**config.mk**
```make
export PLATFORM = sky130hd
export DESIGN_NAME = wheel_odometer_lap_progress
export DESIGN_NICKNAME = d
export VERILOG_FILES = /design/src/wolp_pkg.sv /design/src/wolp_wheel.sv /design/src/wheel_odometer_lap_progress.sv
export SDC_FILE = /design/constraint.sdc
export NUM_CORES = 2
export LEC_CHECK = 0
export BUFFER_PORTS_ARGS = -buffer_cell sky130_fd_sc_hd__buf_4
export CORE_MARGIN = 2
export CORE_UTILIZATION = 60
export CTS_BUF_LIST = sky130_fd_sc_hd__clkbuf_8
export DETAILED_ROUTE_END_ITERATION = 7
export PLACE_DENSITY_LB_ADDON = 0.3
export SYNTH_ARGS = -nofsm -noshare
export SYNTH_HDL_FRONTEND = slang
export SYNTH_HIERARCHICAL = 1
export SYNTH_SLANG_ARGS = --single-unit
```
**constraint.sdc**
```tcl
create_clock -name clock -period 8.8 [get_ports clock]
set_input_delay 1.32 -clock clock [delete_from_list [all_inputs] [get_ports clock]]
set_output_delay 1.32 -clock clock [all_outputs]
set_load 0.005 [all_outputs]
```
**src/wolp_pkg.sv**
```systemverilog
`timescale 1ns / 1ps

package wolp_pkg;

   // field widths
   localparam int unsigned TotalWidth  = 32;
   localparam int unsigned ScaleWidth  = 30;
   localparam int unsigned PhaseWidth  = 3;
   localparam int unsigned TenthsWidth = 16;
   localparam int unsigned IndexWidth  = 2;
   localparam int unsigned Q20Shift    = 20;
   // rounded Q20 result of a 32-bit product
   localparam int unsigned WheelWidth  = TotalWidth - Q20Shift;

   localparam logic [TotalWidth-1:0] Q20Half = 32'h0008_0000;

   // func codes
   localparam logic FUNC_STEP = 1'b0;
   localparam logic FUNC_INIT = 1'b1;

   // run phase codes
   localparam logic [PhaseWidth-1:0] PHASE_IDLE     = 3'd0;
   localparam logic [PhaseWidth-1:0] PHASE_LEAVING  = 3'd1;
   localparam logic [PhaseWidth-1:0] PHASE_RUNNING  = 3'd2;
   localparam logic [PhaseWidth-1:0] PHASE_APPROACH = 3'd3;
   localparam logic [PhaseWidth-1:0] PHASE_FINISHED = 3'd4;

   // register indexes
   localparam logic [IndexWidth-1:0] REG_LEFT_SCALE  = 2'd0;
   localparam logic [IndexWidth-1:0] REG_RIGHT_SCALE = 2'd1;
   localparam logic [IndexWidth-1:0] REG_LEFT_CLAMP  = 2'd2;
   localparam logic [IndexWidth-1:0] REG_RIGHT_CLAMP = 2'd3;

   localparam logic [ScaleWidth-1:0] ScaleReset = 30'd1048576;
   localparam logic [TotalWidth-1:0] ClampReset = 32'd4095;

   // stage advance strobes shared by both wheel lanes
   typedef struct packed {
      logic load_clamp;
      logic load_mult;
   } pipe_ctrl_type;

   function automatic logic phase_running(input logic [PhaseWidth-1:0] ph);
      return (ph == PHASE_LEAVING) || (ph == PHASE_RUNNING) || (ph == PHASE_APPROACH);
   endfunction

endpackage

```
**src/wolp_wheel.sv**
```systemverilog
`timescale 1ns / 1ps

module wolp_wheel (
   input  logic                                clock,
   input  wolp_pkg::pipe_ctrl_type             ctrl,
   input  logic [wolp_pkg::TotalWidth-1:0]     count,
   input  logic [wolp_pkg::ScaleWidth-1:0]     scale,
   input  logic [wolp_pkg::TotalWidth-1:0]     clamp,
   output logic [wolp_pkg::WheelWidth-1:0]     progress
);
   import wolp_pkg::*;

   logic [TotalWidth-1:0] clamped_ff;
   logic [TotalWidth-1:0] clamped_in;
   logic [TotalWidth-1:0] prod_ff;
   logic [TotalWidth-1:0] prod_in;
   logic [TotalWidth-1:0] rounded;

   assign clamped_in = (count > clamp) ? clamp : count;
   // only the low 32 bits of the product are kept
   assign prod_in    = TotalWidth'(clamped_ff * {{(TotalWidth-ScaleWidth){1'b0}}, scale});

   always_ff @(posedge clock) begin
      if (ctrl.load_clamp) begin
         clamped_ff <= clamped_in;
      end
      if (ctrl.load_mult) begin
         prod_ff <= prod_in;
      end
   end

   assign rounded  = prod_ff + Q20Half;
   assign progress = rounded[TotalWidth-1:Q20Shift];

endmodule

```
**src/wheel_odometer_lap_progress.sv**
```systemverilog
`timescale 1ns / 1ps

// wheel odometer lap progress
//
// req channel: one item per control tick (func, run_phase and the two
// encoder totals). func init captures the zero offsets; a control step
// tracks, recaptures on a fresh start, or freezes on finish.
// rsp channel: one item per request, carrying averaged lap progress in
// tenths of a percent, the valid and frozen flags and both relative counts.
// csr channel: index 0..3 selects left/right scale and left/right clamp;
// always ready, write only while no item is in flight.
//
// order: the result shows on rsp_valid once the request has passed the
// state update, clamp, multiply, then round/average into the output
// register. throughput: one item per cycle while rsp is not held; the
// tracking state is updated in the accept cycle so the next tick sees it at once.
// stall: a held rsp backs up the four stages, each stage fills before
// req_ready drops, so nothing is lost or repeated.
// reset: counts, offsets, flags and pipe valids clear, scales go to 1.0
// per count in Q20 and clamps to 4095.

module wheel_odometer_lap_progress (
   input  logic                                 clock,
   input  logic                                 reset,
   // request items
   input  logic                                 req_valid,
   output logic                                 req_ready,
   input  logic                                 req_func,
   input  logic [wolp_pkg::PhaseWidth-1:0]      req_run_phase,
   input  logic signed [wolp_pkg::TotalWidth-1:0] req_left_total,
   input  logic signed [wolp_pkg::TotalWidth-1:0] req_right_total,
   // result items
   output logic                                 rsp_valid,
   input  logic                                 rsp_ready,
   output logic [wolp_pkg::TenthsWidth-1:0]     rsp_lap_tenths,
   output logic                                 rsp_progress_valid,
   output logic                                 rsp_is_frozen,
   output logic signed [wolp_pkg::TotalWidth-1:0] rsp_left_rel,
   output logic signed [wolp_pkg::TotalWidth-1:0] rsp_right_rel,
   // configuration writes
   input  logic                                 csr_valid,
   output logic                                 csr_ready,
   input  logic [wolp_pkg::IndexWidth-1:0]      csr_index,
   input  logic [wolp_pkg::TotalWidth-1:0]      csr_wdata
);
   import wolp_pkg::*;

   // configuration registers
   logic [ScaleWidth-1:0] left_scale_ff;
   logic [ScaleWidth-1:0] right_scale_ff;
   logic [TotalWidth-1:0] left_clamp_ff;
   logic [TotalWidth-1:0] right_clamp_ff;

   // tracking state
   logic [TotalWidth-1:0] left_origin_ff,  left_origin_in;
   logic [TotalWidth-1:0] right_origin_ff, right_origin_in;
   logic [TotalWidth-1:0] left_count_ff,   left_count_in;
   logic [TotalWidth-1:0] right_count_ff,  right_count_in;
   logic [PhaseWidth-1:0] prior_phase_ff,  prior_phase_in;
   logic                  frozen_ff,       frozen_in;
   logic                  init_done_ff,    init_done_in;

   // pipe valids
   logic s1_valid_ff, s1_valid_in;
   logic s2_valid_ff, s2_valid_in;
   logic s3_valid_ff, s3_valid_in;
   logic out_valid_ff, out_valid_in;

   // pipe payload
   logic [TotalWidth-1:0] s1_left_ff, s1_right_ff;
   logic                  s1_frozen_ff, s1_init_ff;
   logic [TotalWidth-1:0] s2_left_ff, s2_right_ff;
   logic                  s2_frozen_ff, s2_ok_ff;
   logic [TotalWidth-1:0] s3_left_ff, s3_right_ff;
   logic                  s3_frozen_ff, s3_ok_ff;

   logic [TenthsWidth-1:0] out_tenths_ff, out_tenths_in;
   logic                   out_pvalid_ff;
   logic                   out_frozen_ff;
   logic [TotalWidth-1:0]  out_left_ff, out_right_ff;

   logic accept;
   logic load2, load3, load_out;
   pipe_ctrl_type pipe_ctrl;

   logic [WheelWidth-1:0] left_prog, right_prog;
   logic [WheelWidth-1:0] avg;

   // ---------------------------------------------------------------
   // handshake: each stage loads when empty or when it drains forward
   // ---------------------------------------------------------------
   assign load_out  = s3_valid_ff && (!out_valid_ff || rsp_ready);
   assign load3     = s2_valid_ff && (!s3_valid_ff || load_out);
   assign load2     = s1_valid_ff && (!s2_valid_ff || load3);
   assign req_ready = !s1_valid_ff || load2;
   assign accept    = req_valid && req_ready;
   assign csr_ready = 1'b1;

   assign s1_valid_in  = accept   ? 1'b1 : (load2 ? 1'b0 : s1_valid_ff);
   assign s2_valid_in  = load2    ? 1'b1 : (load3 ? 1'b0 : s2_valid_ff);
   assign s3_valid_in  = load3    ? 1'b1 : (load_out ? 1'b0 : s3_valid_ff);
   assign out_valid_in = load_out ? 1'b1 : (rsp_ready ? 1'b0 : out_valid_ff);

   // ---------------------------------------------------------------
   // tracking update, applied in the accept cycle
   // ---------------------------------------------------------------
   always_comb begin
      logic was_run;
      logic [TotalWidth-1:0] lt, rt;
      lt = req_left_total;
      rt = req_right_total;
      was_run = phase_running(prior_phase_ff);

      left_origin_in  = left_origin_ff;
      right_origin_in = right_origin_ff;
      left_count_in   = left_count_ff;
      right_count_in  = right_count_ff;
      prior_phase_in  = prior_phase_ff;
      frozen_in       = frozen_ff;
      init_done_in    = init_done_ff;

      if (req_func == FUNC_INIT) begin
         left_origin_in  = lt;
         right_origin_in = rt;
         left_count_in   = '0;
         right_count_in  = '0;
         prior_phase_in  = req_run_phase;
         frozen_in       = 1'b0;
         init_done_in    = 1'b1;
      end else if (init_done_ff) begin
         // fresh start: recapture zeros, tracking follows on this tick
         if (req_run_phase == PHASE_LEAVING && !was_run) begin
            left_origin_in  = lt;
            right_origin_in = rt;
            left_count_in   = '0;
            right_count_in  = '0;
            frozen_in       = 1'b0;
         end
         if (phase_running(req_run_phase) && !frozen_in) begin
            left_count_in  = lt - left_origin_in;
            right_count_in = rt - right_origin_in;
         end else if (req_run_phase == PHASE_FINISHED && was_run && !frozen_in) begin
            left_count_in  = lt - left_origin_in;
            right_count_in = rt - right_origin_in;
            frozen_in      = 1'b1;
         end else if (req_run_phase == PHASE_IDLE && !frozen_in) begin
            left_count_in  = lt - left_origin_in;
            right_count_in = rt - right_origin_in;
         end
         prior_phase_in = req_run_phase;
      end
   end

   always_ff @(posedge clock) begin
      if (reset) begin
         left_origin_ff  <= '0;
         right_origin_ff <= '0;
         left_count_ff   <= '0;
         right_count_ff  <= '0;
         prior_phase_ff  <= PHASE_IDLE;
         frozen_ff       <= 1'b0;
         init_done_ff    <= 1'b0;
         s1_valid_ff     <= 1'b0;
         s2_valid_ff     <= 1'b0;
         s3_valid_ff     <= 1'b0;
         out_valid_ff    <= 1'b0;
         left_scale_ff   <= ScaleReset;
         right_scale_ff  <= ScaleReset;
         left_clamp_ff   <= ClampReset;
         right_clamp_ff  <= ClampReset;
      end else begin
         s1_valid_ff  <= s1_valid_in;
         s2_valid_ff  <= s2_valid_in;
         s3_valid_ff  <= s3_valid_in;
         out_valid_ff <= out_valid_in;
         if (accept) begin
            left_origin_ff  <= left_origin_in;
            right_origin_ff <= right_origin_in;
            left_count_ff   <= left_count_in;
            right_count_ff  <= right_count_in;
            prior_phase_ff  <= prior_phase_in;
            frozen_ff       <= frozen_in;
            init_done_ff    <= init_done_in;
         end
         if (csr_valid && csr_ready) begin
            unique case (csr_index)
               REG_LEFT_SCALE:  left_scale_ff  <= csr_wdata[ScaleWidth-1:0];
               REG_RIGHT_SCALE: right_scale_ff <= csr_wdata[ScaleWidth-1:0];
               REG_LEFT_CLAMP:  left_clamp_ff  <= csr_wdata;
               REG_RIGHT_CLAMP: right_clamp_ff <= csr_wdata;
               default: ;
            endcase
         end
      end
   end

   // ---------------------------------------------------------------
   // progress pipe: snapshot, clamp, multiply, round and average
   // ---------------------------------------------------------------
   assign pipe_ctrl.load_clamp = load2;
   assign pipe_ctrl.load_mult  = load3;

   wolp_wheel u_left (
      .clock    (clock),
      .ctrl     (pipe_ctrl),
      .count    (s1_left_ff),
      .scale    (left_scale_ff),
      .clamp    (left_clamp_ff),
      .progress (left_prog)
   );

   wolp_wheel u_right (
      .clock    (clock),
      .ctrl     (pipe_ctrl),
      .count    (s1_right_ff),
      .scale    (right_scale_ff),
      .clamp    (right_clamp_ff),
      .progress (right_prog)
   );

   // carry rule average; two 12-bit halves never pass 4095
   assign avg = (left_prog >> 1) + (right_prog >> 1)
              + {{(WheelWidth-1){1'b0}}, left_prog[0] & right_prog[0]};
   assign out_tenths_in = s3_ok_ff ? {{(TenthsWidth-WheelWidth){1'b0}}, avg} : '0;

   always_ff @(posedge clock) begin
      if (accept) begin
         s1_left_ff   <= left_count_in;
         s1_right_ff  <= right_count_in;
         s1_frozen_ff <= frozen_in;
         s1_init_ff   <= init_done_in;
      end
      if (load2) begin
         s2_left_ff   <= s1_left_ff;
         s2_right_ff  <= s1_right_ff;
         s2_frozen_ff <= s1_frozen_ff;
         // before init the stored progress is still all zero
         s2_ok_ff     <= s1_init_ff && !s1_left_ff[TotalWidth-1] && !s1_right_ff[TotalWidth-1];
      end
      if (load3) begin
         s3_left_ff   <= s2_left_ff;
         s3_right_ff  <= s2_right_ff;
         s3_frozen_ff <= s2_frozen_ff;
         s3_ok_ff     <= s2_ok_ff;
      end
      if (load_out) begin
         out_tenths_ff <= out_tenths_in;
         out_pvalid_ff <= s3_ok_ff;
         out_frozen_ff <= s3_frozen_ff;
         out_left_ff   <= s3_left_ff;
         out_right_ff  <= s3_right_ff;
      end
   end

   assign rsp_valid          = out_valid_ff;
   assign rsp_lap_tenths     = out_tenths_ff;
   assign rsp_progress_valid = out_pvalid_ff;
   assign rsp_is_frozen      = out_frozen_ff;
   assign rsp_left_rel       = out_left_ff;
   assign rsp_right_rel      = out_right_ff;

endmodule
```
==> flow_summary.yaml <==
synth:
  synthMuxAreaShare_pct: 1.19
  syn_inst: 6485
  ys.warnings.count: 6
  yosys-top-cells-area: "fa_1, edfxtp_1, dfxtp_1"
  syn_avg_cell_area_um2: 9.46
  synth_top_cell_area_share_pct: 26.7
  syn_area_um2: 61400
  synth_largest_area_cell: "fa_1"
  async_flop_share_pct: 0
  synthSimpleGateAreaFrac_pct: 17.5
  synth-main-ff-cell: "edfxtp_1"
  synth_edf_count: 366
  synthXorXnorAreaFrac_pct: 3.52
  ys_seq_area_share_pct: 26.4
  synth_seq_cells: 627
  synth_compound_area_share_pct: 8.98
  synth_top_family_by_area: "adder cells"
  ys_types: 112
  yosys.area_share.adder_pct: 33.6
status:
  status: "complete, no violations"
clock_tree:
  cts_setup_buffers: 0
  numCtsBuffers: 102
  holdBufCountCts: 0
  clockRootBuffer: "clkbuf_8"
  path_clk_slew_ps: 70
  cts_buffer_depth: 3
  cts_sinks: 627
  cts.repair.resized: 0
  clk_latency_ps: 780
  cts_tree: "built"
  htree_levels: 3
sta:
  slew_headroom_pct: 18.9
  slew_violations: 0
  whs_ps: 391
  rsz0062_at_grt: "no"
  min_period_ps: 7670
  hold_violations: 0
  finalCritPeriodShare_pct: 87.2
  worst_pin_slew_ps: 1220
  fin_setup_tns_ps: 0
  setup_viol: 0
  max_freq_mhz: 130
  fin_skew_ps: 58.7
routing:
  antenna_left: 0
  wl_um: 161000
  route.detailed.drc: 0
  drt_first_pass_iters: 6
  wl_per_cell_um: 20.2
  viasPerCell: 5.70
  drtIter0Drc: 3929
  dr_total_vias: 45400
layout:
  nFillCells: 8256
  layout.nets: 7751
  drive_gt1_share_pct: 7.72
  area_growth_pct: 7.03
setup_path:
  worstSetupPathType: "reg -> reg"
  cp-end-kind: "flop"
  worstPathMaxFanout: 30
  crit_arrival_ps: 8190
  worstPathRequired_ps: 9320
  critPathLaunchType: "flop"
power:
  vdd_ir_drop_max_v: 0.000125
  leakagePower_nw: 29.5
  p_per_area_nw_per_um2: 149
global_route:
  gr-usage-all-layers_pct: 31.5
  grt.overflow.total: 0
  grt_first_pass_wirelength_um: 256000
  grt_max_degree: 98
  grt_pass1_vias: 46800
  antenna_found_initial: 33
die:
  start_util_pct: 60.4
  die-area_um2: 105000
  row_count: 117
  chipWidth_um: 324
  die_y_um: 324
  io_pins: 192
  core_um2: 102000
job:
  maxCapViolCount: 0
placement:
  io_buffers: 186
  gp_congestion: 0.934
  dpl.hpwl_um: 122000
hold_path:
  hold_class: "reg -> reg"
-- sequential cells by signal, summed over array words and instances (netlist names), 3 cells and up --
name and count:
u_left/prod_ff 13, right_origin_ff 32, s2_right_ff 32, u_right/prod_ff 13
s1_right_ff 32, u_right/clamped_ff 32, prior_phase_ff 3, left_scale_ff 30
u_left/clamped_ff 32, left_clamp_ff 32, right_scale_ff 30, left_count_ff 32
left_origin_ff 32, right_clamp_ff 32, s3_right_ff 32, rsp_right_rel 32
s3_left_ff 32, s1_left_ff 32, rsp_lap_tenths 12, right_count_ff 32
s2_left_ff 32, rsp_left_rel 32
-- synthesized netlist by cell type (9+ instances only) --
cell type / count
edfxtp_1: 366
dfxtp_1: 261
clkbuf_1: 281
nor2_1: 167
nor2b_1: 63
nor3_1: 36
maj3_1: 17
nand3_1: 79
xnor2_1: 173
o21a_1: 23
a221oi_1: 28
nand4_1: 59
buf_4: 9
o31ai_1: 9
a31oi_1: 22
a21oi_1: 313
o21ai_1: 15
o21ai_0: 88
o2111ai_1: 35
buf_2: 30
nand2b_1: 46
xor2_1: 72
a211oi_1: 42
and2_1: 590
fa_1: 820
inv_1: 1036
mux2i_1: 24
o211ai_1: 16
ha_1: 324
o21bai_1: 12
a311oi_1: 10
a21o_1: 65
and3_1: 48
mux2_4: 31
a22o_1: 14
nand3b_1: 35
nand2_1: 1034
-- final cells by class --
cell class / count / area [um2] / area share [%]
flip-flops and latches: 627 / 16200 / 24.7
repair buffers: 247 / 1860 / 2.83
diodes: 9 / 22.5 / 0.0343
clock buffers: 112 / 1540 / 2.35
inverters: 1036 / 3890 / 5.92
multi-input cells: 4486 / 39900 / 60.8
well taps: 1368 / 1710 / 2.61
clock inverters: 81 / 523 / 0.796
-- kinds of logic after synthesis --
group,count (synthesis)
compound gates,812
xor+xnor,246
fa+ha+maj,1161
buf+inv,1375
flops,627
mux,57
other cells,2
simple gates,2205
-- cells in the final DEF (no fill, tap or decap), drive strengths merged, types with 12 or more instances in the layout --
cell / n
inv: 1072
nand2: 1034
fa: 820
and2: 591
edfxtp: 366
ha: 324
a21oi: 317
dfxtp: 261
buf: 247
xnor2: 174
nor2: 170
clkbuf: 112
o21ai: 104
nand3: 79
xor2: 72
a21o: 67
nor2b: 63
nand4: 59
and3: 49
nand2b: 46
a211oi: 43
nor3: 39
o2111ai: 37
clkinv: 37
a221oi: 36
nand3b: 35
mux2: 33
mux2i: 24
o21a: 24
a31oi: 24
maj3: 17
o211ai: 17
a22o: 14
o21bai: 12
a311oi: 12
-- layer usage --
metal	GRT usage (%)	wire length (um)	part of all wire, %	vias to the layer above
met5	0	254	0.16	-
met4	11.1	5770	3.6	42
met3	7.42	14800	9.2	364
met2	50.9	75300	47	1970
met1	41.7	65100	40	22400
li1	-	-	-	20700
-- metrics by stage --
stage | util [%] | total power [mW] | instances | area, um2 | worst slack (ps)
2_1_floorplan | - | 6.22 | 6488 | 61400 | 24.7
3_3_place_gp | 62.6 | 7.13 | 7764 | 63600 | 1330
3_5_place_dp | 62.6 | 7.25 | 7764 | 63600 | 1190
4_1_cts | 64.6 | 9.82 | 7957 | 65700 | 1180
5_1_grt | 64.6 | 10.4 | 7958 | 65700 | 800
6_report | 64.7 | 9.80 | 7966 | 65700 | 1130
-- critical path: stages, from the launching register on --
cell	delay (ps)
dfxtp_1	1050
and2_1	270
fa_1	420
fa_1	500
fa_1	510
inv_1	50
fa_1	470
inv_1	50
fa_1	490
inv_1	50
fa_1	520
inv_1	50
fa_1	470
inv_1	50
fa_1	480
inv_1	50
ha_1	290
nand2_1	80
a211oi_2	290
o2111ai_2	180
a21oi_2	310
o2111ai_1	200
a21boi_1	250
o21a_1	180
nor2_1	60
xnor2_1	110
-- power breakdown --
group | leakage (nW) | switching [mW] | internal (mW) | total (mW)
Clock | 1.17 | 1.26 | 1.31 | 2.58
Combinational | 22.8 | 2.14 | 1.48 | 3.62
Sequential | 5.60 | 0.246 | 3.35 | 3.60
Total | 29.5 | 3.65 | 6.15 | 9.80
-- path summary, 6_finish.rpt --
path	to	from	cells after the start	slack (ps)
setup / recovery	u_left/prod_ff[30]	left_scale_ff[3]	25	1130
hold / removal	rsp_right_rel[3]	s3_right_ff[3]	0	390
setup reg to reg	u_left/prod_ff[30]	left_scale_ff[3]	25	1130
hold reg to reg	rsp_right_rel[3]	s3_right_ff[3]	0	390
(Power assumes the default switching activity.)
